File: src/design/fes_pkg.sv
// shared types and constants for the frame event scheduler
package fes_pkg;

  localparam int unsigned SlotsDefault = 16;
  localparam int unsigned FrameW       = 32;
  localparam int unsigned KindW        = 3;

  typedef enum logic {
    OP_ADD  = 1'b0,
    OP_TICK = 1'b1
  } op_e;

  typedef enum logic [KindW-1:0] {
    KIND_ACE    = 3'd0,
    KIND_NORMAL = 3'd1,
    KIND_SOFT   = 3'd2,
    KIND_HARD   = 3'd3,
    KIND_RUMBLE = 3'd4
  } kind_e;

  typedef enum logic [2:0] {
    ACT_NONE   = 3'd0,
    ACT_MODE   = 3'd1,
    ACT_SOFT   = 3'd2,
    ACT_HARD   = 3'd3,
    ACT_RUMBLE = 3'd4
  } action_e;

  typedef enum logic [1:0] {
    ST_IDLE,
    ST_SCAN,
    ST_EMIT
  } state_e;

  typedef struct packed {
    logic [FrameW-1:0] frame;
    logic [KindW-1:0]  kind;
  } entry_t;

endpackage

File: src/design/fes_if.sv
// valid/ready channel interfaces for input and result words
interface fes_in_if
  import fes_pkg::*;
();
  logic              valid;
  logic              ready;
  logic              op;
  logic [FrameW-1:0] event_frame;
  logic [KindW-1:0]  event_kind;

  modport source (output valid, output op, output event_frame, output event_kind,
                  input ready);
  modport sink (input valid, input op, input event_frame, input event_kind,
                output ready);
endinterface

interface fes_out_if
  import fes_pkg::*;
();
  logic              valid;
  logic              ready;
  logic              added_ok;
  logic [2:0]        action;
  logic              fix_flag;
  logic [FrameW-1:0] frame_now;

  modport source (output valid, output added_ok, output action, output fix_flag,
                  output frame_now, input ready);
  modport sink (input valid, input added_ok, input action, input fix_flag,
                input frame_now, output ready);
endinterface

File: src/design/frame_event_scheduler_core.sv
// frame event scheduler: ring of event slots, frame counter and mode flag
// Each accepted word is captured in the idle state. In the scan state the ring
// of slot cells makes one full rotation past the head cell, where the add or
// tick logic looks at one slot per cycle, and the emit state then loads the
// result register once it is free. A new word is accepted once the previous one
// has reached the result register, even while that result still waits to be
// taken. Reset clears all slots at once, so no clearing pass is needed.
module frame_event_scheduler_core
  import fes_pkg::*;
#(
  parameter int unsigned SLOTS = SlotsDefault
) (
  input  logic clk_i,
  input  logic rst_ni,
  fes_in_if.sink    in_i,
  fes_out_if.source out_o
);

  localparam int unsigned IdxW = (SLOTS > 1) ? $clog2(SLOTS) : 1;
  localparam logic [IdxW-1:0] LastIdx = IdxW'(SLOTS - 1);

  state_e state_q, state_d;
  logic [IdxW-1:0]   cnt_q, cnt_d;
  logic              op_q;
  logic [FrameW-1:0] frame_in_q;
  logic [KindW-1:0]  kind_in_q;
  logic              hit_q, hit_d;
  logic              stop_q, stop_d;
  logic [2:0]        action_q, action_d;
  logic              mode_q, mode_d;
  logic [FrameW-1:0] frame_cnt_q;

  logic              out_valid_q;
  logic              out_added_ok_q;
  logic [2:0]        out_action_q;
  logic              out_fix_flag_q;
  logic [FrameW-1:0] out_frame_now_q;

  logic   in_acc;
  logic   shift;
  logic   out_load;
  entry_t head;
  entry_t tail_in;
  entry_t ring [SLOTS];

  // ring of cells, head at index 0, tail refilled from the head or, on an add, with the new event
  for (genvar i = 0; i < SLOTS; i++) begin : g_cell
    entry_t nxt;
    if (i == SLOTS - 1) begin : g_tail
      assign nxt = tail_in;
    end else begin : g_mid
      assign nxt = ring[i+1];
    end
    fes_cell u_cell (
      .clk_i  (clk_i),
      .rst_ni (rst_ni),
      .shift_i(shift),
      .entry_i(nxt),
      .entry_o(ring[i])
    );
  end

  assign head     = ring[0];
  assign in_acc   = in_i.valid && in_i.ready;
  assign shift    = (state_q == ST_SCAN);
  assign out_load = (state_q == ST_EMIT) && (!out_valid_q || out_o.ready);

  always_comb begin
    state_d  = state_q;
    cnt_d    = cnt_q;
    hit_d    = hit_q;
    stop_d   = stop_q;
    action_d = action_q;
    mode_d   = mode_q;
    tail_in  = head;
    in_i.ready = (state_q == ST_IDLE);
    unique case (state_q)
      ST_IDLE: begin
        if (in_acc) begin
          state_d  = ST_SCAN;
          cnt_d    = '0;
          hit_d    = 1'b0;
          stop_d   = 1'b0;
          action_d = ACT_NONE;
        end
      end
      ST_SCAN: begin
        if (op_q == OP_ADD) begin
          if (!hit_q && (head.frame == '0)) begin
            tail_in.frame = frame_in_q;
            tail_in.kind  = kind_in_q;
            hit_d         = 1'b1;
          end
        end else if (!hit_q && !stop_q) begin
          if (head.frame == '0) begin
            stop_d = 1'b1;
          end else if (head.frame == frame_cnt_q) begin
            unique case (head.kind)
              KIND_ACE: begin
                action_d = ACT_MODE;
                mode_d   = 1'b0;
                hit_d    = 1'b1;
              end
              KIND_NORMAL: begin
                action_d = ACT_MODE;
                mode_d   = 1'b1;
                hit_d    = 1'b1;
              end
              KIND_SOFT: begin
                action_d = ACT_SOFT;
                hit_d    = 1'b1;
              end
              KIND_HARD: begin
                action_d = ACT_HARD;
                hit_d    = 1'b1;
              end
              KIND_RUMBLE: begin
                action_d = ACT_RUMBLE;
                hit_d    = 1'b1;
              end
              default: begin
              end
            endcase
          end
        end
        if (cnt_q == LastIdx) begin
          state_d = ST_EMIT;
        end else begin
          cnt_d = cnt_q + 1'b1;
        end
      end
      ST_EMIT: begin
        if (out_load) begin
          state_d = ST_IDLE;
        end
      end
      default: begin
        state_d = ST_IDLE;
      end
    endcase
  end

  always_ff @(posedge clk_i or negedge rst_ni) begin
    if (!rst_ni) begin
      state_q     <= ST_IDLE;
      cnt_q       <= '0;
      hit_q       <= 1'b0;
      stop_q      <= 1'b0;
      action_q    <= ACT_NONE;
      mode_q      <= 1'b0;
      frame_cnt_q <= '0;
      out_valid_q <= 1'b0;
    end else begin
      state_q  <= state_d;
      cnt_q    <= cnt_d;
      hit_q    <= hit_d;
      stop_q   <= stop_d;
      action_q <= action_d;
      mode_q   <= mode_d;
      if (in_acc && (in_i.op == OP_TICK)) begin
        frame_cnt_q <= frame_cnt_q + 1'b1;
      end
      if (out_load) begin
        out_valid_q <= 1'b1;
      end else if (out_o.ready) begin
        out_valid_q <= 1'b0;
      end
    end
  end

  // word capture and result register
  always_ff @(posedge clk_i) begin
    if (in_acc) begin
      op_q       <= in_i.op;
      frame_in_q <= in_i.event_frame;
      kind_in_q  <= in_i.event_kind;
    end
    if (out_load) begin
      out_added_ok_q  <= (op_q == OP_ADD) && hit_q;
      out_action_q    <= (op_q == OP_TICK) ? action_q : ACT_NONE;
      out_fix_flag_q  <= mode_q;
      out_frame_now_q <= frame_cnt_q;
    end
  end

  assign out_o.valid     = out_valid_q;
  assign out_o.added_ok  = out_added_ok_q;
  assign out_o.action    = out_action_q;
  assign out_o.fix_flag  = out_fix_flag_q;
  assign out_o.frame_now = out_frame_now_q;

  a_scan_len: assert property (@(posedge clk_i) disable iff (!rst_ni)
    (state_q == ST_SCAN && cnt_q == LastIdx) |=> (state_q == ST_EMIT))
    else $error("scan did not end after a full rotation");

  a_tick_count: assert property (@(posedge clk_i) disable iff (!rst_ni)
    (in_acc && in_i.op == OP_TICK) |=> (frame_cnt_q == $past(frame_cnt_q) + 1'b1))
    else $error("frame counter did not advance on tick");

  a_stop_final: assert property (@(posedge clk_i) disable iff (!rst_ni)
    (state_q == ST_SCAN && op_q == OP_TICK && stop_q) |=> !$rose(hit_q))
    else $error("tick matched past an empty slot");

  a_out_excl: assert property (@(posedge clk_i) disable iff (!rst_ni)
    (out_valid_q && out_added_ok_q) |-> (out_action_q == ACT_NONE))
    else $error("result has both add status and action");

endmodule

File: src/design/fes_cell.sv
// one slot of the rotating event ring
module fes_cell
  import fes_pkg::*;
(
  input  logic   clk_i,
  input  logic   rst_ni,
  input  logic   shift_i,
  input  entry_t entry_i,
  output entry_t entry_o
);

  entry_t entry_q;

  always_ff @(posedge clk_i or negedge rst_ni) begin
    if (!rst_ni) begin
      entry_q <= '0;
    end else if (shift_i) begin
      entry_q <= entry_i;
    end
  end

  assign entry_o = entry_q;

endmodule
File: src/flat_wrapper.sv
// flat-port wrapper written by rule: the top's interface ports become plain ports
module frame_event_scheduler_core_flat import fes_pkg::*;
#(
  parameter int unsigned SLOTS = SlotsDefault
)
  (clk_i, rst_ni, in_i_valid, in_i_op, in_i_event_frame, in_i_event_kind, in_i_ready, out_o_valid, out_o_added_ok, out_o_action, out_o_fix_flag, out_o_frame_now, out_o_ready);
  fes_in_if in_i_i ();
  fes_out_if out_o_i ();
  input  logic clk_i;
  input  logic rst_ni;
  input wire logic [$bits(in_i_i.valid)-1:0] in_i_valid;
  input wire logic [$bits(in_i_i.op)-1:0] in_i_op;
  input wire logic [$bits(in_i_i.event_frame)-1:0] in_i_event_frame;
  input wire logic [$bits(in_i_i.event_kind)-1:0] in_i_event_kind;
  output wire logic [$bits(in_i_i.ready)-1:0] in_i_ready;
  output wire logic [$bits(out_o_i.valid)-1:0] out_o_valid;
  output wire logic [$bits(out_o_i.added_ok)-1:0] out_o_added_ok;
  output wire logic [$bits(out_o_i.action)-1:0] out_o_action;
  output wire logic [$bits(out_o_i.fix_flag)-1:0] out_o_fix_flag;
  output wire logic [$bits(out_o_i.frame_now)-1:0] out_o_frame_now;
  input wire logic [$bits(out_o_i.ready)-1:0] out_o_ready;
  assign in_i_i.valid = in_i_valid;
  assign in_i_i.op = in_i_op;
  assign in_i_i.event_frame = in_i_event_frame;
  assign in_i_i.event_kind = in_i_event_kind;
  assign in_i_ready = in_i_i.ready;
  assign out_o_valid = out_o_i.valid;
  assign out_o_added_ok = out_o_i.added_ok;
  assign out_o_action = out_o_i.action;
  assign out_o_fix_flag = out_o_i.fix_flag;
  assign out_o_frame_now = out_o_i.frame_now;
  assign out_o_i.ready = out_o_ready;
  frame_event_scheduler_core #(.SLOTS(SLOTS)) u_core (.clk_i(clk_i), .rst_ni(rst_ni), .in_i(in_i_i), .out_o(out_o_i));
endmodule
File: config.mk
export PLATFORM = sky130hd
export DESIGN_NAME = frame_event_scheduler_core_flat
export DESIGN_NICKNAME = d
export VERILOG_FILES = /design/src/design/fes_pkg.sv /design/src/design/fes_if.sv /design/src/design/frame_event_scheduler_core.sv /design/src/design/fes_cell.sv /design/src/flat_wrapper.sv
export SDC_FILE = /design/constraint.sdc
export NUM_CORES = 1
export LEC_CHECK = 0
export ABC_AREA = 1
export BUFFER_PORTS_ARGS = -buffer_cell sky130_fd_sc_hd__buf_2
export CELL_PAD_IN_SITES_DETAIL_PLACEMENT = 1
export CELL_PAD_IN_SITES_GLOBAL_PLACEMENT = 1
export CORE_MARGIN = 1
export CORE_UTILIZATION = 37
export CTS_BUF_LIST = sky130_fd_sc_hd__clkbuf_4
export DETAILED_ROUTE_END_ITERATION = 6
export PLACE_DENSITY_LB_ADDON = 0.1
export SLEW_MARGIN = 30
export SYNTH_ARGS = -nofsm -noshare
export SYNTH_HDL_FRONTEND = slang
export SYNTH_SLANG_ARGS = --single-unit
File: constraint.sdc
create_clock -name clk_i -period 2.75 [get_ports clk_i]
set_input_delay 0.55 -clock clk_i [delete_from_list [all_inputs] [get_ports clk_i]]
set_output_delay 0.55 -clock clk_i [all_outputs]
set_load 0.01 [all_outputs]
==> flow_summary.toml <==
[yosys]
ys_ff_latch = 678
synth_cells = 2868
avgSynthCellArea_sq_um = 9.22
syn-num-nets = 2910
ys.warnings.count = 0
synth_cell_type_count = 36
synth-seq-area-share_pct = 65.6
syn_area_sq_mm = 0.0264

[sta]
fmax_ghz = 0.429
fin_skew_ps = 72.5
fin_ws_ps = 418
period_share_pct = 84.8
maxSlewViolCount = 0
slew_headroom_pct = 60.7
timing.final.hold_violations = 0
setup_viol = 0
tightest_slew_ps = 589
rsz0062_at_grt = "no"
final.min_clock_period_ps = 2330
setup-tns-final_ps = 0

[global_route]
grt_max_degree = 232
grt_pass1_wl_um = 109000
grt.total_usage_pct = 18.6
grt_remaining_overflow = 0
grt_pass1_vias = 20843
grt_antenna_before_repair = 2

[setup_path]
worstPathRequired_ps = 2200
start_kind = "flop"
critPathArrivalTime_ps = 1780
cp_max_fo = 3
regToRegSetupSlack_ps = 710
worstSetupPathType = "flop to output pin"
end_kind = "output pin"

[cts]
numCtsBuffers = 184
cts_tree = "built"
clkSinkCount = 678
cts-resized-gates = 0
htree_levels = 4
insertion_delay_ps = 1010
clkTransAtPathRegs_ps = 70
cts_buffer_depth = 3
root_buffer = "clkbuf_4"

[routing]
avgViaCountPerCell = 4.67
drt_iter0_drc = 1030
dr_wl_met3_um = 2430
m1WireLength_um = 30300
firstDrtPassIters = 4
via_count = 19400
dr_wl_met2_um = 31100
drc = 0
wl_um = 65300
wl_per_cell_um = 15.7
top_layer = "met4"
ant_nets = 0

[power]
powerDensity_mw_per_mm2 = 1120
p_leak_nw = 16.1
ir_drop_mv = 0.525

[cells_and_area]
fin_area_sq_mm = 0.0308
final_nets = 3121
fin_cells = 4158
nFillCells = 8256
register_area_sq_mm = 0.0173
area_growth_pct = 16.5
fin_util_pct = 43.7
multi_input_area_sq_mm = 0.00799
drive_gt1_share_pct = 13.9

[die]
pin_count = 79
coreArea_sq_mm = 0.0704
start_util_pct = 37.6
dieArea_sq_mm = 0.0725
rows = 97
fp.dieH_um = 269
dieWidth_um = 269

[place]
post_dp_cell_area_sq_mm = 0.0280
placedCellCount = 3791
dp_slack_ps = 599
io_buffers = 78
hpwl_um = 41100
gp_congestion = 0.852

[run_status]
status = "complete, no violations"

[min_path]
hp-class = "input pin to flop"

[job]
maxCapViolations = 0
==> where the power goes <==
group / switching [mW] / internal (mW) / total [mW]
Combinational: 6.32 / 3.01 / 9.33
Clock: 4.30 / 4.84 / 9.13
Sequential: 2.21 / 13.9 / 16.1
==> worst max-delay path, stage by stage (launching register included) <==
cell and delay [ps]:
dfrtp_1 420, inv_2 110, nand2_4 80, inv_1 50
buf_2 120
==> cell type report <==
class                           instances  share of cell area (%)
Timing Repair Buffer                  157                    4.49
Clock inverter                         45                   0.995
Antenna cell                            6                  0.0488
Multi-Input combinational cell       1917                    25.9
Clock buffer                          274                    6.68
Sequential cell                       678                    56.3
Inverter                              141                    1.75
Tap cell                              940                    3.82
==> cells in the mapped netlist <==
master | count | area, sq um
a21oi_1 | 17 | 85.1
a31oi_1 | 32 | 200
and3_1 | 2 | 12.5
buf_1 | 2 | 7.51
buf_2 | 71 | 355
buf_4 | 3 | 22.5
clkbuf_1 | 56 | 210
clkinv_1 | 3 | 11.3
dfrtp_1 | 605 | 15100
edfxtp_1 | 73 | 2190
ha_1 | 2 | 25.0
inv_1 | 128 | 480
inv_2 | 9 | 33.8
inv_4 | 1 | 6.26
nand2_1 | 1535 | 5760
nand2_2 | 5 | 31.3
nand2_4 | 4 | 45.0
nand2_8 | 1 | 20.0
nand3_1 | 15 | 75.1
nand3_2 | 2 | 20.0
nand3_4 | 2 | 35.0
nand3b_1 | 2 | 15.0
nand4_1 | 15 | 93.8
nor2_1 | 95 | 357
nor2_2 | 3 | 18.8
nor2_4 | 2 | 22.5
nor2_8 | 4 | 80.1
nor3_1 | 9 | 45.0
nor3_2 | 2 | 20.0
nor3_4 | 2 | 32.5
nor4_1 | 3 | 18.8
o21ai_0 | 122 | 611
o21ai_1 | 1 | 5.00
o22ai_1 | 1 | 6.26
xnor2_1 | 12 | 105
xor2_1 | 27 | 236
==> per-layer routing <==
metal / vias up / GRT usage, %
li1: 9363 / -
met1: 9647 / 24.6
met5: - / 0
met2: 276 / 29.8
met3: 114 / 4.14
met4: 0 / 7.31
==> kinds of logic after synthesis <==
kind of cell	count (synthesis)	synth area share (%)
buffers and inverters	273	4.26
flip-flops	678	65.6
AND/OR/NAND/NOR	1703	25.4
adder cells (fa/ha/maj)	2	0.0946
XOR/XNOR	39	1.29
AO/OA/AOI/OAI	173	3.43
==> registers in the layout (all words and copies together), names as in the netlist <==
| register | cells |
|---|---|
| u_core.action_q | 3 |
| u_core.cnt_q | 4 |
| u_core.frame_cnt_q | 32 |
| u_core.frame_in_q | 32 |
| u_core.g_cell.u_cell.entry_o | 560 |
| u_core.hit_q | 1 |
| u_core.kind_in_q | 3 |
| u_core.mode_q | 1 |
| u_core.op_q | 1 |
| u_core.out_o.action | 3 |
| u_core.out_o.added_ok | 1 |
| u_core.out_o.fix_flag | 1 |
| u_core.out_o.frame_now | 32 |
| u_core.out_o.valid | 1 |
| u_core.state_q | 2 |
| u_core.stop_q | 1 |
==> worst paths after layout <==
path                       cells after the start                                    to                                start
max                                            4                            in_i_ready                    u_core.state_q[1]
min                                            2                 u_core.frame_in_q[22]                 in_i_event_frame[22]
max reg2reg                                   10  u_core.g_cell[15].u_cell.entry_o[21]  u_core.g_cell[0].u_cell.entry_o[14]
min reg2reg                                    2   u_core.g_cell[8].u_cell.entry_o[32]  u_core.g_cell[9].u_cell.entry_o[32]
max in group asynchronous                      4   u_core.g_cell[7].u_cell.entry_o[24]                               rst_ni
min in group asynchronous                      3   u_core.g_cell[14].u_cell.entry_o[3]                               rst_ni
==> layout by cell type, fill, tap and decap left out, types with 3 or more instances in the layout <==
cell type	netlist	routed
nor2_1	95	94
xnor2_1	12	12
buf_4	3	17
nand4_1	15	15
nand3_1	15	15
o21ai_0	122	122
clkinv_1	3	32
dlygate4sd3_1	0	40
buf_12	0	20
nand2_4	4	4
inv_1	128	128
clkinv_4	0	4
nand2_2	5	5
edfxtp_1	73	73
clkbuf_4	0	274
a31oi_1	32	32
nor3_1	9	9
nor2_2	3	3
inv_2	9	8
nand2_1	1535	1535
xor2_1	27	27
diode_2	0	6
inv_6	0	5
a21oi_1	17	17
buf_2	71	77
bufinv_16	0	3
dfrtp_1	605	605
nor4_1	3	3
nor2_8	4	4
nor2_4	2	3
==> through the flow <==
stage | total power, mW | hold slack, ps
5_1_grt | 37.6 | 138
3_3_place_gp | 25.4 | 454
2_1_floorplan | 22.6 | 254
6_report | 34.6 | 257
3_5_place_dp | 25.9 | 459
4_1_cts | 35.4 | 130
==> timing repair <==
item / CTS / global route
buffers inserted: 0 / 0
hold endpoints to repair: 505 / 0
hold buffers: 41 / 0
Note: power is estimated with default switching activity, not from simulation.
